==> config.mk <==
export PLATFORM = sky130hd
export DESIGN_NAME = z80_length_and_timing_predecoder
export DESIGN_NICKNAME = d
export VERILOG_FILES = /design/src/hw/rtl/z80ltp_pkg.sv /design/src/hw/rtl/z80_length_and_timing_predecoder.sv
export SDC_FILE = /design/constraint.sdc
export NUM_CORES = 1
export LEC_CHECK = 0
export ABC_AREA = 1
export BUFFER_PORTS_ARGS = -buffer_cell sky130_fd_sc_hd__buf_2
export CORE_AREA = 2 2 104 146
export DETAILED_ROUTE_END_ITERATION = 12
export DIE_AREA = 0 0 106 148
export SYNTH_ARGS = -nofsm -noshare
export SYNTH_HDL_FRONTEND = slang
export SYNTH_SLANG_ARGS = --single-unit
==> constraint.sdc <==
create_clock -name clk -period 2.65 [get_ports clk]
set_input_delay 0.265 -clock clk [delete_from_list [all_inputs] [get_ports clk]]
set_output_delay 0.265 -clock clk [all_outputs]
set_load 0.01 [all_outputs]
==> src/hw/rtl/z80ltp_pkg.sv <==
// Package for the Z80 length and timing predecoder.
// Holds the opcode group codes, the decode result type and the timing tables.
// No dependencies.
package z80ltp_pkg;

  // prefix and special opcodes
  localparam logic [7:0] OP_CB   = 8'hCB;
  localparam logic [7:0] OP_ED   = 8'hED;
  localparam logic [7:0] OP_DD   = 8'hDD;
  localparam logic [7:0] OP_FD   = 8'hFD;
  localparam logic [7:0] OP_HALT = 8'h76;

  // field widths
  localparam int unsigned ADDR_W = 16;
  localparam int unsigned LEN_W  = 3;
  localparam int unsigned TS_W   = 5;

  // legal length range of a word
  localparam logic [LEN_W-1:0] LEN_MIN = 3'd1;
  localparam logic [LEN_W-1:0] LEN_MAX = 3'd4;

  // prefix group of a fetched window
  typedef enum logic [2:0] {
    GRP_MAIN,
    GRP_CB,
    GRP_XY,
    GRP_XYCB,
    GRP_ED
  } grp_t;

  // length and timing of one decoded instruction
  typedef struct packed {
    logic [LEN_W-1:0] len;
    logic [TS_W-1:0]  base;
    logic [TS_W-1:0]  taken;
  } dec_t;

  // base T-states: opcodes 00-3F, then C0-FF; zero marks a prefix byte
  localparam logic [TS_W-1:0] EDGE_TS [128] = '{
    5'd4, 5'd10, 5'd7,  5'd6,  5'd4,  5'd4,  5'd7,  5'd4,
    5'd4, 5'd11, 5'd7,  5'd6,  5'd4,  5'd4,  5'd7,  5'd4,
    5'd8, 5'd10, 5'd7,  5'd6,  5'd4,  5'd4,  5'd7,  5'd4,
    5'd12,5'd11, 5'd7,  5'd6,  5'd4,  5'd4,  5'd7,  5'd4,
    5'd7, 5'd10, 5'd16, 5'd6,  5'd4,  5'd4,  5'd7,  5'd4,
    5'd7, 5'd11, 5'd16, 5'd6,  5'd4,  5'd4,  5'd7,  5'd4,
    5'd7, 5'd10, 5'd13, 5'd6,  5'd11, 5'd11, 5'd10, 5'd4,
    5'd7, 5'd11, 5'd13, 5'd6,  5'd4,  5'd4,  5'd7,  5'd4,
    5'd5, 5'd10, 5'd10, 5'd10, 5'd10, 5'd11, 5'd7,  5'd11,
    5'd5, 5'd10, 5'd10, 5'd0,  5'd10, 5'd17, 5'd7,  5'd11,
    5'd5, 5'd10, 5'd10, 5'd11, 5'd10, 5'd11, 5'd7,  5'd11,
    5'd5, 5'd4,  5'd10, 5'd11, 5'd10, 5'd0,  5'd7,  5'd11,
    5'd5, 5'd10, 5'd10, 5'd19, 5'd10, 5'd11, 5'd7,  5'd11,
    5'd5, 5'd4,  5'd10, 5'd4,  5'd10, 5'd0,  5'd7,  5'd11,
    5'd5, 5'd10, 5'd10, 5'd4,  5'd10, 5'd11, 5'd7,  5'd11,
    5'd5, 5'd6,  5'd10, 5'd4,  5'd10, 5'd0,  5'd7,  5'd11
  };

  // unprefixed base T-states, zero for prefix bytes
  function automatic logic [TS_W-1:0] main_base(input logic [7:0] op);
    logic [TS_W-1:0] ts;
    if (op[7:6] == 2'b00 || op[7:6] == 2'b11) begin
      ts = EDGE_TS[{op[7], op[5:0]}];
    end else if (op[7:3] == 5'b01110) begin
      ts = (op == OP_HALT) ? 5'd4 : 5'd7;
    end else begin
      ts = (op[2:0] == 3'd6) ? 5'd7 : 5'd4;
    end
    return ts;
  endfunction

  // unprefixed T-states when the branch is taken, zero if the same
  function automatic logic [TS_W-1:0] main_taken(input logic [7:0] op);
    logic [TS_W-1:0] ts;
    if (op == 8'h10) begin
      ts = 5'd13;
    end else if (op == 8'h20 || op == 8'h28 || op == 8'h30 || op == 8'h38) begin
      ts = 5'd12;
    end else if (op[7:6] == 2'b11 && op[2:0] == 3'd0) begin
      ts = 5'd11;
    end else if (op[7:6] == 2'b11 && op[2:0] == 3'd4) begin
      ts = 5'd17;
    end else begin
      ts = 5'd0;
    end
    return ts;
  endfunction

  // unprefixed length
  function automatic logic [LEN_W-1:0] main_len(input logic [7:0] op);
    logic [LEN_W-1:0] len;
    if (op[7:6] == 2'b00) begin
      if (op[3:0] == 4'd1 || op == 8'h22 || op == 8'h2A || op == 8'h32 || op == 8'h3A) begin
        len = 3'd3;
      end else if (op[2:0] == 3'd6) begin
        len = 3'd2;
      end else if (op[5:4] != 2'b00 && op[2:0] == 3'd0) begin
        len = 3'd2;
      end else begin
        len = 3'd1;
      end
    end else if (op[7:6] != 2'b11) begin
      len = 3'd1;
    end else if (op[2:0] == 3'd2 || op[2:0] == 3'd4 || op == 8'hC3 || op == 8'hCD) begin
      len = 3'd3;
    end else if (op[2:0] == 3'd6 || op == 8'hD3 || op == 8'hDB) begin
      len = 3'd2;
    end else begin
      len = 3'd1;
    end
    return len;
  endfunction

  // unprefixed decode
  function automatic dec_t main_dec(input logic [7:0] op);
    dec_t d;
    d.len   = main_len(op);
    d.base  = main_base(op);
    d.taken = main_taken(op);
    if (d.base == 5'd0) begin
      d.base = 5'd4;
    end
    return d;
  endfunction

  // ED group: op is the byte after the prefix
  function automatic dec_t ed_dec(input logic [7:0] op);
    dec_t d;
    d.taken = 5'd0;
    d.len   = (op[7:6] == 2'b01 && op[2:0] == 3'd3) ? 3'd4 : 3'd2;
    if (op[7:6] == 2'b01) begin
      unique case (op[2:0])
        3'd0, 3'd1: d.base = 5'd12;
        3'd2:       d.base = 5'd15;
        3'd3:       d.base = 5'd20;
        3'd5:       d.base = 5'd14;
        3'd7: begin
          if (op == 8'h47 || op == 8'h4F || op == 8'h57 || op == 8'h5F) begin
            d.base = 5'd9;
          end else if (op == 8'h67 || op == 8'h6F) begin
            d.base = 5'd18;
          end else begin
            d.base = 5'd8;
          end
        end
        default:    d.base = 5'd8;
      endcase
    end else if ((op & 8'hE4) == 8'hA0) begin
      // block transfer, search and I/O; repeat forms may loop
      d.base = 5'd16;
      if (op[4]) begin
        d.taken = 5'd21;
      end
    end else begin
      d.base = 5'd8;
    end
    return d;
  endfunction

  // DD/FD group: op is the byte after the prefix (not CB)
  function automatic dec_t xy_dec(input logic [7:0] op);
    dec_t d;
    logic mem;
    logic [TS_W-1:0] b;
    logic [TS_W-1:0] t;
    d.len   = 3'd2;
    d.taken = 5'd0;
    d.base  = 5'd8;
    mem     = (op[2:0] == 3'd6) || (op[7:6] == 2'b01 && op[5:3] == 3'd6);
    b       = main_base(op);
    t       = main_taken(op);
    if (op[7:6] == 2'b01 || op[7:6] == 2'b10) begin
      d.base = mem ? 5'd19 : 5'd8;
      if (mem && op != OP_HALT) begin
        d.len = 3'd3;
      end
    end else begin
      unique case (op)
        8'h21: begin d.len = 3'd4; d.base = 5'd14; end
        8'h22, 8'h2A: begin d.len = 3'd4; d.base = 5'd20; end
        8'h09, 8'h19, 8'h29, 8'h39: d.base = 5'd15;
        8'h23, 8'h2B: d.base = 5'd10;
        8'h24, 8'h25, 8'h2C, 8'h2D: d.base = 5'd8;
        8'h26, 8'h2E: begin d.len = 3'd3; d.base = 5'd11; end
        8'h34, 8'h35: begin d.len = 3'd3; d.base = 5'd23; end
        8'h36: begin d.len = 3'd4; d.base = 5'd19; end
        8'hE1: d.base = 5'd14;
        8'hE5: d.base = 5'd15;
        8'hE3: d.base = 5'd23;
        8'hE9: d.base = 5'd8;
        8'hF9: d.base = 5'd10;
        default: begin
          // no IX/IY form: plain timing plus the prefix fetch
          d.base  = (b != 5'd0) ? b + 5'd4 : 5'd8;
          d.taken = (t != 5'd0) ? t + 5'd4 : 5'd0;
        end
      endcase
    end
    return d;
  endfunction

endpackage

==> src/hw/rtl/z80_length_and_timing_predecoder.sv <==
// Z80 length and timing predecoder, top level.
// Three-stage pipeline; uses z80ltp_pkg for group codes and decode tables.
//
// One fetched window (address and four bytes) is taken in every clock cycle;
// busy is always low. Each word gives one result, strobed by out_valid for one
// cycle once it has passed through the register stages, in order. The three
// register stages are: prefix grouping and relative target add, table decode
// of every group, and group select into the output register. The receiver
// cannot stall, so results are never held.
module z80_length_and_timing_predecoder (
  input  logic        clk,
  input  logic        rst_n,
  input  logic        start,
  output logic        busy,
  input  logic [15:0] in_instr_addr,
  input  logic [7:0]  in_first_byte,
  input  logic [7:0]  in_second_byte,
  input  logic [7:0]  in_third_byte,
  input  logic [7:0]  in_fourth_byte,
  output logic        out_valid,
  output logic [2:0]  out_instr_length,
  output logic [4:0]  out_base_tstates,
  output logic [4:0]  out_taken_tstates,
  output logic        out_has_relative,
  output logic [15:0] out_relative_target
);

  // stage 1 registers
  logic                s1_valid_r;
  z80ltp_pkg::grp_t    s1_grp_r;
  logic [7:0]          s1_b0_r;
  logic [7:0]          s1_b1_r;
  logic [7:0]          s1_b3_r;
  logic                s1_rel_r;
  logic [15:0]         s1_target_r;

  // stage 2 registers
  logic                s2_valid_r;
  z80ltp_pkg::grp_t    s2_grp_r;
  z80ltp_pkg::dec_t    s2_main_r;
  z80ltp_pkg::dec_t    s2_xy_r;
  z80ltp_pkg::dec_t    s2_ed_r;
  logic [4:0]          s2_cb_ts_r;
  logic [4:0]          s2_xycb_ts_r;
  logic                s2_rel_r;
  logic [15:0]         s2_target_r;

  // stage 3 (output) registers
  logic                out_valid_r;
  z80ltp_pkg::dec_t    out_dec_r;
  logic                out_rel_r;
  logic [15:0]         out_target_r;

  z80ltp_pkg::grp_t    s1_grp_nxt;
  logic                s1_rel_nxt;
  logic [15:0]         s1_target_nxt;
  logic [4:0]          s2_cb_ts_nxt;
  logic [4:0]          s2_xycb_ts_nxt;
  z80ltp_pkg::dec_t    out_dec_nxt;
  logic                accept;

  // the pipeline never stalls
  assign busy   = 1'b0;
  assign accept = start && !busy;

  // stage 1: prefix group and relative branch target
  always_comb begin
    if (in_first_byte == z80ltp_pkg::OP_CB) begin
      s1_grp_nxt = z80ltp_pkg::GRP_CB;
    end else if (in_first_byte == z80ltp_pkg::OP_DD || in_first_byte == z80ltp_pkg::OP_FD) begin
      s1_grp_nxt = (in_second_byte == z80ltp_pkg::OP_CB) ? z80ltp_pkg::GRP_XYCB
                                                          : z80ltp_pkg::GRP_XY;
    end else if (in_first_byte == z80ltp_pkg::OP_ED) begin
      s1_grp_nxt = z80ltp_pkg::GRP_ED;
    end else begin
      s1_grp_nxt = z80ltp_pkg::GRP_MAIN;
    end
  end

  // DJNZ, JR and JR cc: 10,18,20,28,30,38
  assign s1_rel_nxt = (in_first_byte[7:6] == 2'b00) && (in_first_byte[5:4] != 2'b00) &&
                      (in_first_byte[2:0] == 3'd0);
  assign s1_target_nxt = s1_rel_nxt ?
      (in_instr_addr + 16'd2 + {{8{in_second_byte[7]}}, in_second_byte}) : 16'd0;

  always_ff @(posedge clk) begin
    if (!rst_n) begin
      s1_valid_r <= 1'b0;
    end else begin
      s1_valid_r <= accept;
    end
    s1_grp_r    <= s1_grp_nxt;
    s1_b0_r     <= in_first_byte;
    s1_b1_r     <= in_second_byte;
    s1_b3_r     <= in_fourth_byte;
    s1_rel_r    <= s1_rel_nxt;
    s1_target_r <= s1_target_nxt;
  end

  // stage 2: decode every group in parallel
  always_comb begin
    if (s1_b1_r[2:0] == 3'd6) begin
      s2_cb_ts_nxt = (s1_b1_r[7:6] == 2'b01) ? 5'd12 : 5'd15;
    end else begin
      s2_cb_ts_nxt = 5'd8;
    end
    s2_xycb_ts_nxt = (s1_b3_r[7:6] == 2'b01) ? 5'd20 : 5'd23;
  end

  always_ff @(posedge clk) begin
    if (!rst_n) begin
      s2_valid_r <= 1'b0;
    end else begin
      s2_valid_r <= s1_valid_r;
    end
    s2_grp_r     <= s1_grp_r;
    s2_main_r    <= z80ltp_pkg::main_dec(s1_b0_r);
    s2_xy_r      <= z80ltp_pkg::xy_dec(s1_b1_r);
    s2_ed_r      <= z80ltp_pkg::ed_dec(s1_b1_r);
    s2_cb_ts_r   <= s2_cb_ts_nxt;
    s2_xycb_ts_r <= s2_xycb_ts_nxt;
    s2_rel_r     <= s1_rel_r;
    s2_target_r  <= s1_target_r;
  end

  // stage 3: select by group
  always_comb begin
    unique case (s2_grp_r)
      z80ltp_pkg::GRP_CB:   out_dec_nxt = '{len: 3'd2, base: s2_cb_ts_r, taken: 5'd0};
      z80ltp_pkg::GRP_XY:   out_dec_nxt = s2_xy_r;
      z80ltp_pkg::GRP_XYCB: out_dec_nxt = '{len: 3'd4, base: s2_xycb_ts_r, taken: 5'd0};
      z80ltp_pkg::GRP_ED:   out_dec_nxt = s2_ed_r;
      default:              out_dec_nxt = s2_main_r;
    endcase
  end

  always_ff @(posedge clk) begin
    if (!rst_n) begin
      out_valid_r <= 1'b0;
    end else begin
      out_valid_r <= s2_valid_r;
    end
    out_dec_r    <= out_dec_nxt;
    out_rel_r    <= s2_rel_r && (s2_grp_r == z80ltp_pkg::GRP_MAIN);
    out_target_r <= (s2_grp_r == z80ltp_pkg::GRP_MAIN) ? s2_target_r : 16'd0;
  end

  assign out_valid           = out_valid_r;
  assign out_instr_length    = out_dec_r.len;
  assign out_base_tstates    = out_dec_r.base;
  assign out_taken_tstates   = out_dec_r.taken;
  assign out_has_relative    = out_rel_r;
  assign out_relative_target = out_target_r;

endmodule

==> flow_summary.rst, run 1 <==
.. list-table::
   :header-rows: 1

   * - Metric
     - Value
   * - Final critical path time including I/O delays and setup
     - 2.40 ns
   * - Reg-to-reg startpoint
     - s1_b1_r[1]$_DFF_P_
   * - Master cell of the clock root buffer
     - clkbuf_16
   * - Number of rows in the core area
     - 52
   * - Most common library cell in the layout ignoring fill and taps
     - nand2_1
   * - Syn Nets
     - 941
   * - Global-route wire length before repair
     - 26600 um
   * - # H-tree levels
     - 4
   * - Status
     - completed
   * - Setup repair after global routing missed its margin
     - no
   * - Internal power consumption
     - 0.00352 W
   * - Max Cap Violations
     - 0
   * - Clock-pin slew on the worst setup and hold paths
     - 0.06 ns
   * - Part of the Yosys area used for sequential elements
     - 39.8%
   * - Sort of element at the start of the critical path
     - input port
   * - Worst VDD drop
     - 0.000379 V
   * - Tightest Hold Check Type
     - in2reg
   * - Vias
     - 5763
   * - Hold violation count in the final report
     - 0
   * - CTS tree
     - done
   * - Post-Syn Area per Cell
     - 7.62 um^2
   * - # IOs
     - 83
   * - Worst clock skew
     - 0.00920 ns
   * - Register Area
     - 2540 um^2
   * - Fraction of power spent switching nets
     - 29.8%
   * - Post-DP HPWL
     - 12200 um
   * - Number of storage elements in the synthesis netlist
     - 127
   * - Crit. Startpoint
     - in_second_byte[3]
   * - Part of the power in the clock network
     - 46.0%
   * - Quantity of I/O buffers inserted on ports
     - 67
   * - Violation count after the first detailed-route iteration
     - 293
   * - Fmax
     - 416 MHz
   * - Filler Cells Inserted
     - 1408
   * - Slew @ Worst Pin
     - 0.655 ns
   * - Area growth from synthesis to layout
     - 21.6%
   * - Cell count after placement
     - 1096
   * - Aggregate global-route resource usage
     - 21.3%
   * - Flip-flop cell with the highest count after synthesis
     - dfxtp_1
   * - Number of iterations in the first detailed-routing pass
     - 5
   * - Leak pwr
     - 3.84 nW
   * - Number of endpoints failing setup at the final stage
     - 0
   * - Max-slew violation count
     - 0
   * - Synthesized instance count
     - 838
   * - Share of cells above drive strength 1
     - 19.1%
   * - PwrDens
     - 646 nW/um^2
   * - Post-synth EDFFs
     - 0
   * - Net load switching power
     - 0.00150 W
   * - Final Routed Wirelength
     - 15900 um
   * - Total die area
     - 15700 um^2
   * - Initial antenna violation count
     - 0
   * - Skew-Pair Late Insertion Delay
     - 0.42 ns
   * - Count of distinct cell types in the synthesized netlist
     - 56
   * - Largest net degree at the start of global routing
     - 18
   * - Setup TNS Final
     - 0 ns
   * - Net count of the finished layout
     - 1045
   * - Maximum fanout count along the critical path
     - 5
   * - CTS max path bufs
     - 2
   * - Clk sinks
     - 127
   * - Die X
     - 106 um
   * - Standard cell core area
     - 14400 um^2
   * - Count of synthesis-stage warnings from yosys
     - 0
   * - Starting utilization of the core area
     - 44.4%
   * - Commonest cells after routing, fill and taps aside
     - nand2_1, dfxtp_1, inv_1
   * - Antenna diode count
     - 0
   * - Chip height
     - 148 um
   * - Hold_ws
     - 0.0152 ns
   * - Proportion of register bits with asynchronous set or reset after synthesis
     - 0%
   * - Combinational Power Share
     - 13.6%
   * - Via count of the first global-routing pass
     - 5627
   * - Final design utilization
     - 54.0%
   * - Ratio of final minimum period to clock period
     - 90.7%
   * - Post-synthesis cell area
     - 6390 um^2
   * - Total area of multi-input combinational cells
     - 3260 um^2
   * - Critical setup path kind
     - in2reg
   * - Sequential Power Share
     - 40.4%
   * - Number of buffers inserted during clock tree synthesis
     - 17
   * - Drc violations
     - 0
   * - Data arrival time of the worst path
     - 2.76 ns
   * - Nature of the critical path endpoint
     - flip-flop
   * - Non-filler cells in the finished layout
     - 1144
   * - Origin of the worst min-delay path
     - in_first_byte[1]
   * - Required time of the critical path
     - 3.00 ns
   * - Overall power of the completed layout
     - 0.00502 W
   * - Average detailed-routed wire length per instance
     - 13.9 um
   * - Grt total ovfl
     - 0
   * - Number of nets still failing antenna checks after routing
     - 0
   * - Relative slew slack
     - 56.2%
   * - DR vias/cell
     - 5.04
   * - Weighted congestion reported at the end of routability-driven placement
     - 0.952
==> per-layer routing <==
metal	routed length, um	track usage, %	vias up
met5	0	0	-
met4	592	9.67	0
met3	580	3.53	45
met2	8150	38.2	162
met1	6610	24.6	2614
li1	-	-	2942
==> registers in the layout, summed over array words and instances, names as in the netlist, 2 cells and up <==
register and cells:
s2_cb_ts_r 2, s1_b3_r 2, s1_b1_r 8, s2_grp_r 3, out_base_tstates 5, s2_main_r 12
s1_grp_r 3, s2_xy_r 13, s2_target_r 16, out_relative_target 16, out_taken_tstates 5, s1_b0_r 8
s2_ed_r 8, s1_target_r 16, out_instr_length 3
==> synth_stat cells, types with 2 or more instances <==
cell | count | area share, %
a21boi_0 | 3 | 0.35
a21oi_1 | 48 | 3.8
a21oi_2 | 2 | 0.27
a221oi_1 | 5 | 0.69
a22o_1 | 4 | 0.55
a31oi_1 | 2 | 0.20
a32oi_1 | 3 | 0.41
buf_2 | 5 | 0.39
buf_4 | 3 | 0.35
buf_6 | 5 | 0.88
clkbuf_1 | 4 | 0.23
clkinv_1 | 2 | 0.12
dfxtp_1 | 127 | 40
ha_1 | 51 | 10
inv_1 | 109 | 6.4
inv_2 | 10 | 0.59
nand2_1 | 159 | 9.3
nand2_2 | 14 | 1.4
nand2_4 | 4 | 0.71
nand3_1 | 46 | 3.6
nand3_2 | 3 | 0.47
nand4_1 | 10 | 0.98
nor2_1 | 98 | 5.8
nor2_2 | 13 | 1.3
nor2_4 | 2 | 0.35
nor3_1 | 12 | 0.94
nor3_2 | 2 | 0.31
nor4_1 | 2 | 0.20
nor4_2 | 2 | 0.39
o211ai_1 | 8 | 0.94
o21ai_0 | 41 | 3.2
o21ai_1 | 8 | 0.63
o21ai_2 | 2 | 0.27
o221ai_1 | 2 | 0.27
o22ai_1 | 3 | 0.29
o31ai_1 | 2 | 0.23
or2_1 | 2 | 0.20
xnor2_1 | 2 | 0.27
==> final timing paths <==
path	end	slack (ns)	depth (start not counted)
hold / removal	s1_b0_r[1]$_DFF_P_	0.02	1
setup / recovery	s1_target_r[10]$_SDFF_PN0_	0.25	12
setup reg to reg	s2_xy_r[8]$_DFF_P_	0.29	15
hold reg to reg	s2_target_r[2]$_DFF_P_	0.32	0
==> layout make-up <==
cell class | instances | share of cell area (%)
clock buffers | 17 | 5.48
flip-flops and latches | 127 | 32.7
clock inverters | 15 | 2.43
multi-input cells | 571 | 42.0
repair buffers | 103 | 8.38
inverters | 122 | 5.93
well taps | 189 | 3.04
==> cells by family (layout without fill, tap and decap cells) <==
group	count (synthesis)	in the layout	share of synthesized area (%)
adder cells (fa/ha/maj)	52	52	10.3
XOR/XNOR	3	3	0.411
flip-flops	127	127	39.8
AO/OA/AOI/OAI	141	141	13.4
buffers and inverters	140	257	9.30
AND/OR/NAND/NOR	374	374	26.7
other	1	1	0.0587
==> through the flow <==
stage | cell area [um^2] | setup slack (ns)
4_1_cts | 7750 | 0.0789
2_1_floorplan | 6390 | 0.389
3_3_place_gp | 6980 | 0.200
5_1_grt | 7770 | 0.0371
6_report | 7770 | 0.245
3_5_place_dp | 6980 | 0.178
==> power by group through the flow <==
stage	sequential [W]	clock (W)	combinational, W
finish	0.00203	0.00231	0.000680
global route	0.00203	0.00246	0.000775
CTS	0.00203	0.00236	0.000671
detailed placement	0.00207	0	0.000647
global placement	0.00207	0	0.000646
floorplan	0.00206	0	0.000455
==> what timing repair did <==
action,4_1_cts,5_1_grt
hold endpoints to repair,16,0
gates resized for setup,0,7
endpoints found under the setup margin,0,4
hold buffers,16,0
buffers inserted,0,1
==> critical path, stage by stage <==
cell	delay, ns
dlygate4sd3_1	0.52
buf_2	0.14
ha_1	0.28
ha_1	0.37
nand3_1	0.11
nand2_1	0.13
a21boi_1	0.10
o21ai_0	0.36
nand3_1	0.13
nand3_1	0.14
o21ai_0	0.09
a21oi_1	0.11
Power figures use the tool's default switching activity.
==> inputs of run 2 (changes only) <==
==> constraint.sdc (replaced) <==
create_clock -name clk -period 2.65 [get_ports clk]
set_input_delay 0.53 -clock clk [delete_from_list [all_inputs] [get_ports clk]]
set_output_delay 0.53 -clock clk [all_outputs]
set_load 0.01 [all_outputs]
==> flow_summary.rst, run 2 (same netlist as run 1, synthesis figures left out) <==
.. list-table::
   :header-rows: 1

   * - Metric
     - Value
   * - Status
     - completed
   * - Critical setup path kind
     - reg2reg
   * - Share of cells above drive strength 1
     - 20.1%
   * - Most common library cell in the layout ignoring fill and taps
     - nand2_1
   * - Summed area of non-filler cells in the final layout
     - 7660 um^2
   * - Grt total ovfl
     - 0
   * - Max-slew violation count
     - 0
   * - Number of endpoints failing setup at the final stage
     - 0
   * - Non-filler cells in the finished layout
     - 1141
   * - Net count of the finished layout
     - 1042
   * - Nature of the critical path endpoint
     - flip-flop
   * - Worst VDD drop
     - 0.000391 V
   * - Number of rows in the core area
     - 52
   * - Starting utilization of the core area
     - 44.4%
   * - Combinational Power Share
     - 13.9%
   * - Commonest cells after routing, fill and taps aside
     - nand2_1, dfxtp_1, inv_1
   * - CTS tree
     - done
   * - Part of the power in the clock network
     - 45.4%
   * - Leak pwr
     - 3.81 nW
   * - Quantity of I/O buffers inserted on ports
     - 67
   * - # H-tree levels
     - 4
   * - CTS max path bufs
     - 2
   * - Vias
     - 5701
   * - PwrDens
     - 649 nW/um^2
   * - Relative slew slack
     - 55.6%
   * - Worst clock skew
     - 0.0122 ns
   * - Final Routed Wirelength
     - 15800 um
   * - Tightest Hold Check Type
     - in2reg
   * - PnR worst setup slack
     - 0.237 ns
   * - Master cell of the clock root buffer
     - clkbuf_16
   * - Number of iterations in the first detailed-routing pass
     - 6
   * - Data arrival time of the worst path
     - 2.71 ns
   * - Sort of element at the start of the critical path
     - flip-flop
   * - Chip height
     - 148 um
   * - Area growth from synthesis to layout
     - 20.0%
   * - Final critical path time including I/O delays and setup
     - 2.41 ns
   * - Internal power consumption
     - 0.00351 W
   * - Drc violations
     - 0
   * - Fmax
     - 414 MHz
   * - # IOs
     - 83
   * - Initial antenna violation count
     - 0
   * - DR vias/cell
     - 5.00
   * - Global-route wire length before repair
     - 26800 um
   * - Antenna diode count
     - 0
   * - Setup TNS Final
     - 0 ns
   * - Aggregate global-route resource usage
     - 21.4%
   * - Setup repair after global routing missed its margin
     - no
   * - Maximum fanout count along the critical path
     - 7
   * - Number of nets still failing antenna checks after routing
     - 0
   * - Net load switching power
     - 0.00147 W
   * - Area after detailed placement
     - 7070 um^2
   * - Fraction of power spent switching nets
     - 29.4%
   * - Post-cts resize count
     - 0
   * - Sequential Power Share
     - 40.7%
   * - Clk sinks
     - 127
   * - Hold violation count in the final report
     - 0
   * - Slew @ Worst Pin
     - 0.665 ns
   * - Number of buffers inserted during clock tree synthesis
     - 17
   * - Die X
     - 106 um
   * - Largest net degree at the start of global routing
     - 18
   * - Cell count after placement
     - 1109
   * - Skew-Pair Late Insertion Delay
     - 0.42 ns
   * - Ratio of final minimum period to clock period
     - 91.1%
   * - Worst-case setup slack after placement
     - 0.00745 ns
   * - Hold buffers post-CTS
     - 0
   * - Average detailed-routed wire length per instance
     - 13.9 um
   * - Via count of the first global-routing pass
     - 5755
   * - Violation count after the first detailed-route iteration
     - 308
   * - Total setup buffers inserted after CTS
     - 0
   * - Required time of the critical path
     - 2.95 ns
   * - Total die area
     - 15700 um^2
   * - Post-DP HPWL
     - 12300 um
   * - Weighted congestion reported at the end of routability-driven placement
     - 0.942
   * - Clock-pin slew on the worst setup and hold paths
     - 0.07 ns
   * - Standard cell core area
     - 14400 um^2
   * - Max Cap Violations
     - 0
## run 2: power groups by stage
stage               clock network (W)  registers [W]  logic, W
floorplan                           0        0.00206  0.000455
global placement                    0        0.00207  0.000687
detailed placement                  0        0.00207  0.000688
CTS                           0.00230        0.00202  0.000693
global route                  0.00239        0.00203  0.000791
finish                        0.00226        0.00202  0.000694
## run 2: layer usage
| layer | GRT usage, % | vias up | routed length [um] |
|---|---|---|---|
| li1 | - | 2935 | - |
| met1 | 24.0 | 2578 | 6600 |
| met2 | 39.6 | 160 | 8150 |
| met3 | 3.62 | 28 | 619 |
| met4 | 9.08 | 0 | 452 |
| met5 | 0 | - | 0 |
## run 2: final timing paths
check	from	endpoint	slack [ns]	cells past startpoint
max reg2reg	s1_b1_r[0]$_DFF_P_	s2_xy_r[9]$_DFF_P_	0.24	19
max	s1_b1_r[0]$_DFF_P_	s2_xy_r[9]$_DFF_P_	0.24	19
min	in_first_byte[3]	s1_b0_r[3]$_DFF_P_	0.23	1
min reg2reg	s1_target_r[6]$_SDFF_PN0_	s2_target_r[6]$_DFF_P_	0.33	0
## run 2: area by class of cell
class | instances | area, um^2
multi-input combinational | 571 | 3250
clock inverter | 15 | 165
tap | 189 | 236
clock buffer | 17 | 425
timing repair buffer | 100 | 583
inverter | 122 | 460
sequential | 127 | 2540
fill | 1439 | 6710
## run 2: per-stage QoR
step | total power (W) | utilization [%] | hold WS (ns)
floorplan | 0.00251 | - | 0.310
global placement | 0.00275 | 49.2 | 0.310
detailed placement | 0.00275 | 49.2 | 0.312
CTS | 0.00502 | 53.3 | 0.219
global route | 0.00521 | 53.3 | 0.222
finish | 0.00498 | 53.3 | 0.228
## run 2: worst max-delay path, stage by stage, from the launching register on
cell	delay, ns
dfxtp_1	0.33
inv_1	0.10
ha_1	0.30
nand2_1	0.27
nand2_1	0.12
nand2_1	0.09
nand2_1	0.06
nand2_1	0.06
nand3_1	0.10
nand2_1	0.08
nand3_1	0.11
inv_1	0.08
ha_1	0.13
nand2_1	0.05
nor2_1	0.12
nand2_2	0.08
nand2_1	0.07
nand2_1	0.05
nand2_1	0.06
nand2_1	0.05
==> inputs of run 3 (changes only) <==
- PLACE_DENSITY: default -> 0.74
==> flow_summary.rst, run 3 (same netlist as run 1, synthesis figures left out) <==
.. list-table::
   :header-rows: 1

   * - Metric
     - Value
   * - Max-slew violation count
     - 0
   * - Overall power of the completed layout
     - 0.00513 W
   * - Hold_ws
     - 0.216 ns
   * - Number of iterations in the first detailed-routing pass
     - 5
   * - Critical setup path kind
     - reg2reg
   * - Antenna diode count
     - 0
   * - Number of nets still failing antenna checks after routing
     - 0
   * - Hold violation count in the final report
     - 0
   * - Fmax
     - 427 MHz
   * - Commonest cells after routing, fill and taps aside
     - nand2_1, dfxtp_1, inv_1
   * - Filler Cells Inserted
     - 1347
   * - Max Cap Violations
     - 0
   * - Post-DP HPWL
     - 11800 um
   * - Master cell of the clock root buffer
     - clkbuf_16
   * - DR vias/cell
     - 5.14
   * - Violation count after the first detailed-route iteration
     - 351
   * - Number of buffers inserted during clock tree synthesis
     - 17
   * - Number of endpoints failing setup at the final stage
     - 0
   * - Largest net degree at the start of global routing
     - 18
   * - Slew @ Worst Pin
     - 0.612 ns
   * - Sort of element at the start of the critical path
     - flip-flop
   * - Via count of the first global-routing pass
     - 5454
   * - Final Routed Wirelength
     - 15700 um
   * - Slowest stage cell, crit path
     - dfxtp_1
   * - Starting utilization of the core area
     - 44.4%
   * - Net load switching power
     - 0.00137 W
   * - # H-tree levels
     - 4
   * - Global-route wire length before repair
     - 25500 um
   * - Clock-pin slew on the worst setup and hold paths
     - 0.06 ns
   * - Setup TNS Final
     - 0 ns
   * - Drc violations
     - 0
   * - Part of the power in the clock network
     - 47.3%
   * - Data arrival time of the worst path
     - 2.65 ns
   * - Hold buffers post-CTS
     - 0
   * - Total buffers and inverters traversed by the critical path
     - 2
   * - Weighted congestion reported at the end of routability-driven placement
     - 0.976
   * - Area after detailed placement
     - 7020 um^2
   * - Required time of the critical path
     - 2.96 ns
   * - Worst VDD drop
     - 0.000359 V
   * - Net count of the finished layout
     - 1035
   * - Skew-Pair Late Insertion Delay
     - 0.41 ns
   * - Combinational Power Share
     - 13.2%
   * - Relative slew slack
     - 59.1%
   * - Maximum fanout count along the critical path
     - 10
   * - CTS max path bufs
     - 2
   * - Vias
     - 5834
   * - Sequential Power Share
     - 39.5%
   * - Most common library cell in the layout ignoring fill and taps
     - nand2_1
   * - Setup repair after global routing missed its margin
     - no
   * - Tightest Hold Check Type
     - in2reg
   * - Standard cell core area
     - 14400 um^2
   * - Initial antenna violation count
     - 0
   * - PnR worst setup slack
     - 0.308 ns
   * - Worst clock skew
     - 0.00739 ns
   * - Post-cts resize count
     - 0
   * - Aggregate global-route resource usage
     - 20.4%
   * - Number of rows in the core area
     - 52
   * - Worst-case setup slack after placement
     - -0.00859 ns
   * - Quantity of I/O buffers inserted on ports
     - 67
   * - Nature of the critical path endpoint
     - flip-flop
   * - Internal power consumption
     - 0.00376 W
   * - CTS tree
     - done
   * - Category of cells accounting for the largest share of critical-path delay
     - simple AND/OR/NAND/NOR gates
   * - Status
     - completed
   * - Summed area of non-filler cells in the final layout
     - 7640 um^2
   * - Final critical path time including I/O delays and setup
     - 2.34 ns
   * - Clk sinks
     - 127
   * - Grt total ovfl
     - 0
   * - Die X
     - 106 um
   * - PwrDens
     - 672 nW/um^2
   * - Total die area
     - 15700 um^2
   * - Leak pwr
     - 3.79 nW
   * - Total setup buffers inserted after CTS
     - 0
   * - Ratio of final minimum period to clock period
     - 88.4%
   * - Fraction of power spent switching nets
     - 26.7%
   * - Share of cells above drive strength 1
     - 19.4%
   * - Worst stage delay on the critical path
     - 0.31 ns
   * - # IOs
     - 83
   * - Cell seen most often among critical-path stages
     - nand2_1
   * - Average detailed-routed wire length per instance
     - 13.8 um
   * - Area growth from synthesis to layout
     - 19.6%
   * - Chip height
     - 148 um
   * - Cells along the critical path
     - buf_4 > ha_1 > nand2_1 > nand2_1 > nand2_1 > nand2_1 > nand2_1 > nand3_1 > nand2_1 > nand3_1 > inv_1 > ha_1 > nand2_1 > nor2_1 > nand2_2 > nand2_1 > nand2_1 > nand2_1 > nand2_1
==> run 3: cell type report <==
type	instances	area (um^2)	area share [%]
clock inverter	13	175	2.29
inverter	122	460	6.03
sequential	127	2540	33.3
tap	189	236	3.10
timing repair buffer	93	531	6.94
clock buffer	19	443	5.80
multi-input combinational	571	3250	42.6
==> run 3: final timing paths <==
path | start | depth (start not counted) | slack [ns] | end
min | in_fourth_byte[7] | 1 | 0.22 | s1_b3_r[7]$_DFF_P_
max reg2reg | s1_b1_r[1]$_DFF_P_ | 19 | 0.31 | s2_xy_r[9]$_DFF_P_
max | s1_b1_r[1]$_DFF_P_ | 19 | 0.31 | s2_xy_r[9]$_DFF_P_
min reg2reg | s1_target_r[15]$_SDFF_PN0_ | 0 | 0.32 | s2_target_r[15]$_DFF_P_
==> run 3: power by group through the flow <==
stage / Clock, W / Combinational, W / Sequential, W
6_report: 0.00243 / 0.000677 / 0.00203
5_1_grt: 0.00255 / 0.000761 / 0.00203
4_1_cts: 0.00246 / 0.000669 / 0.00203
3_5_place_dp: 0 / 0.000663 / 0.00207
3_3_place_gp: 0 / 0.000656 / 0.00207
2_1_floorplan: 0 / 0.000455 / 0.00206
==> run 3: per-layer routing <==
metal | vias to the layer above | routed length, um | global-route usage, %
li1 | 2915 | - | -
met1 | 2631 | 6300 | 23.7
met2 | 234 | 7930 | 35.5
met3 | 54 | 864 | 4.10
met4 | 0 | 609 | 10.0
met5 | - | 0 | 0
==> run 3: stage by stage <==
stage          util (%)  instances
6_report           53.1       1134
5_1_grt            53.1       1134
4_1_cts            53.1       1134
3_5_place_dp       48.8       1102
3_3_place_gp       48.8       1102
2_1_floorplan         -        838
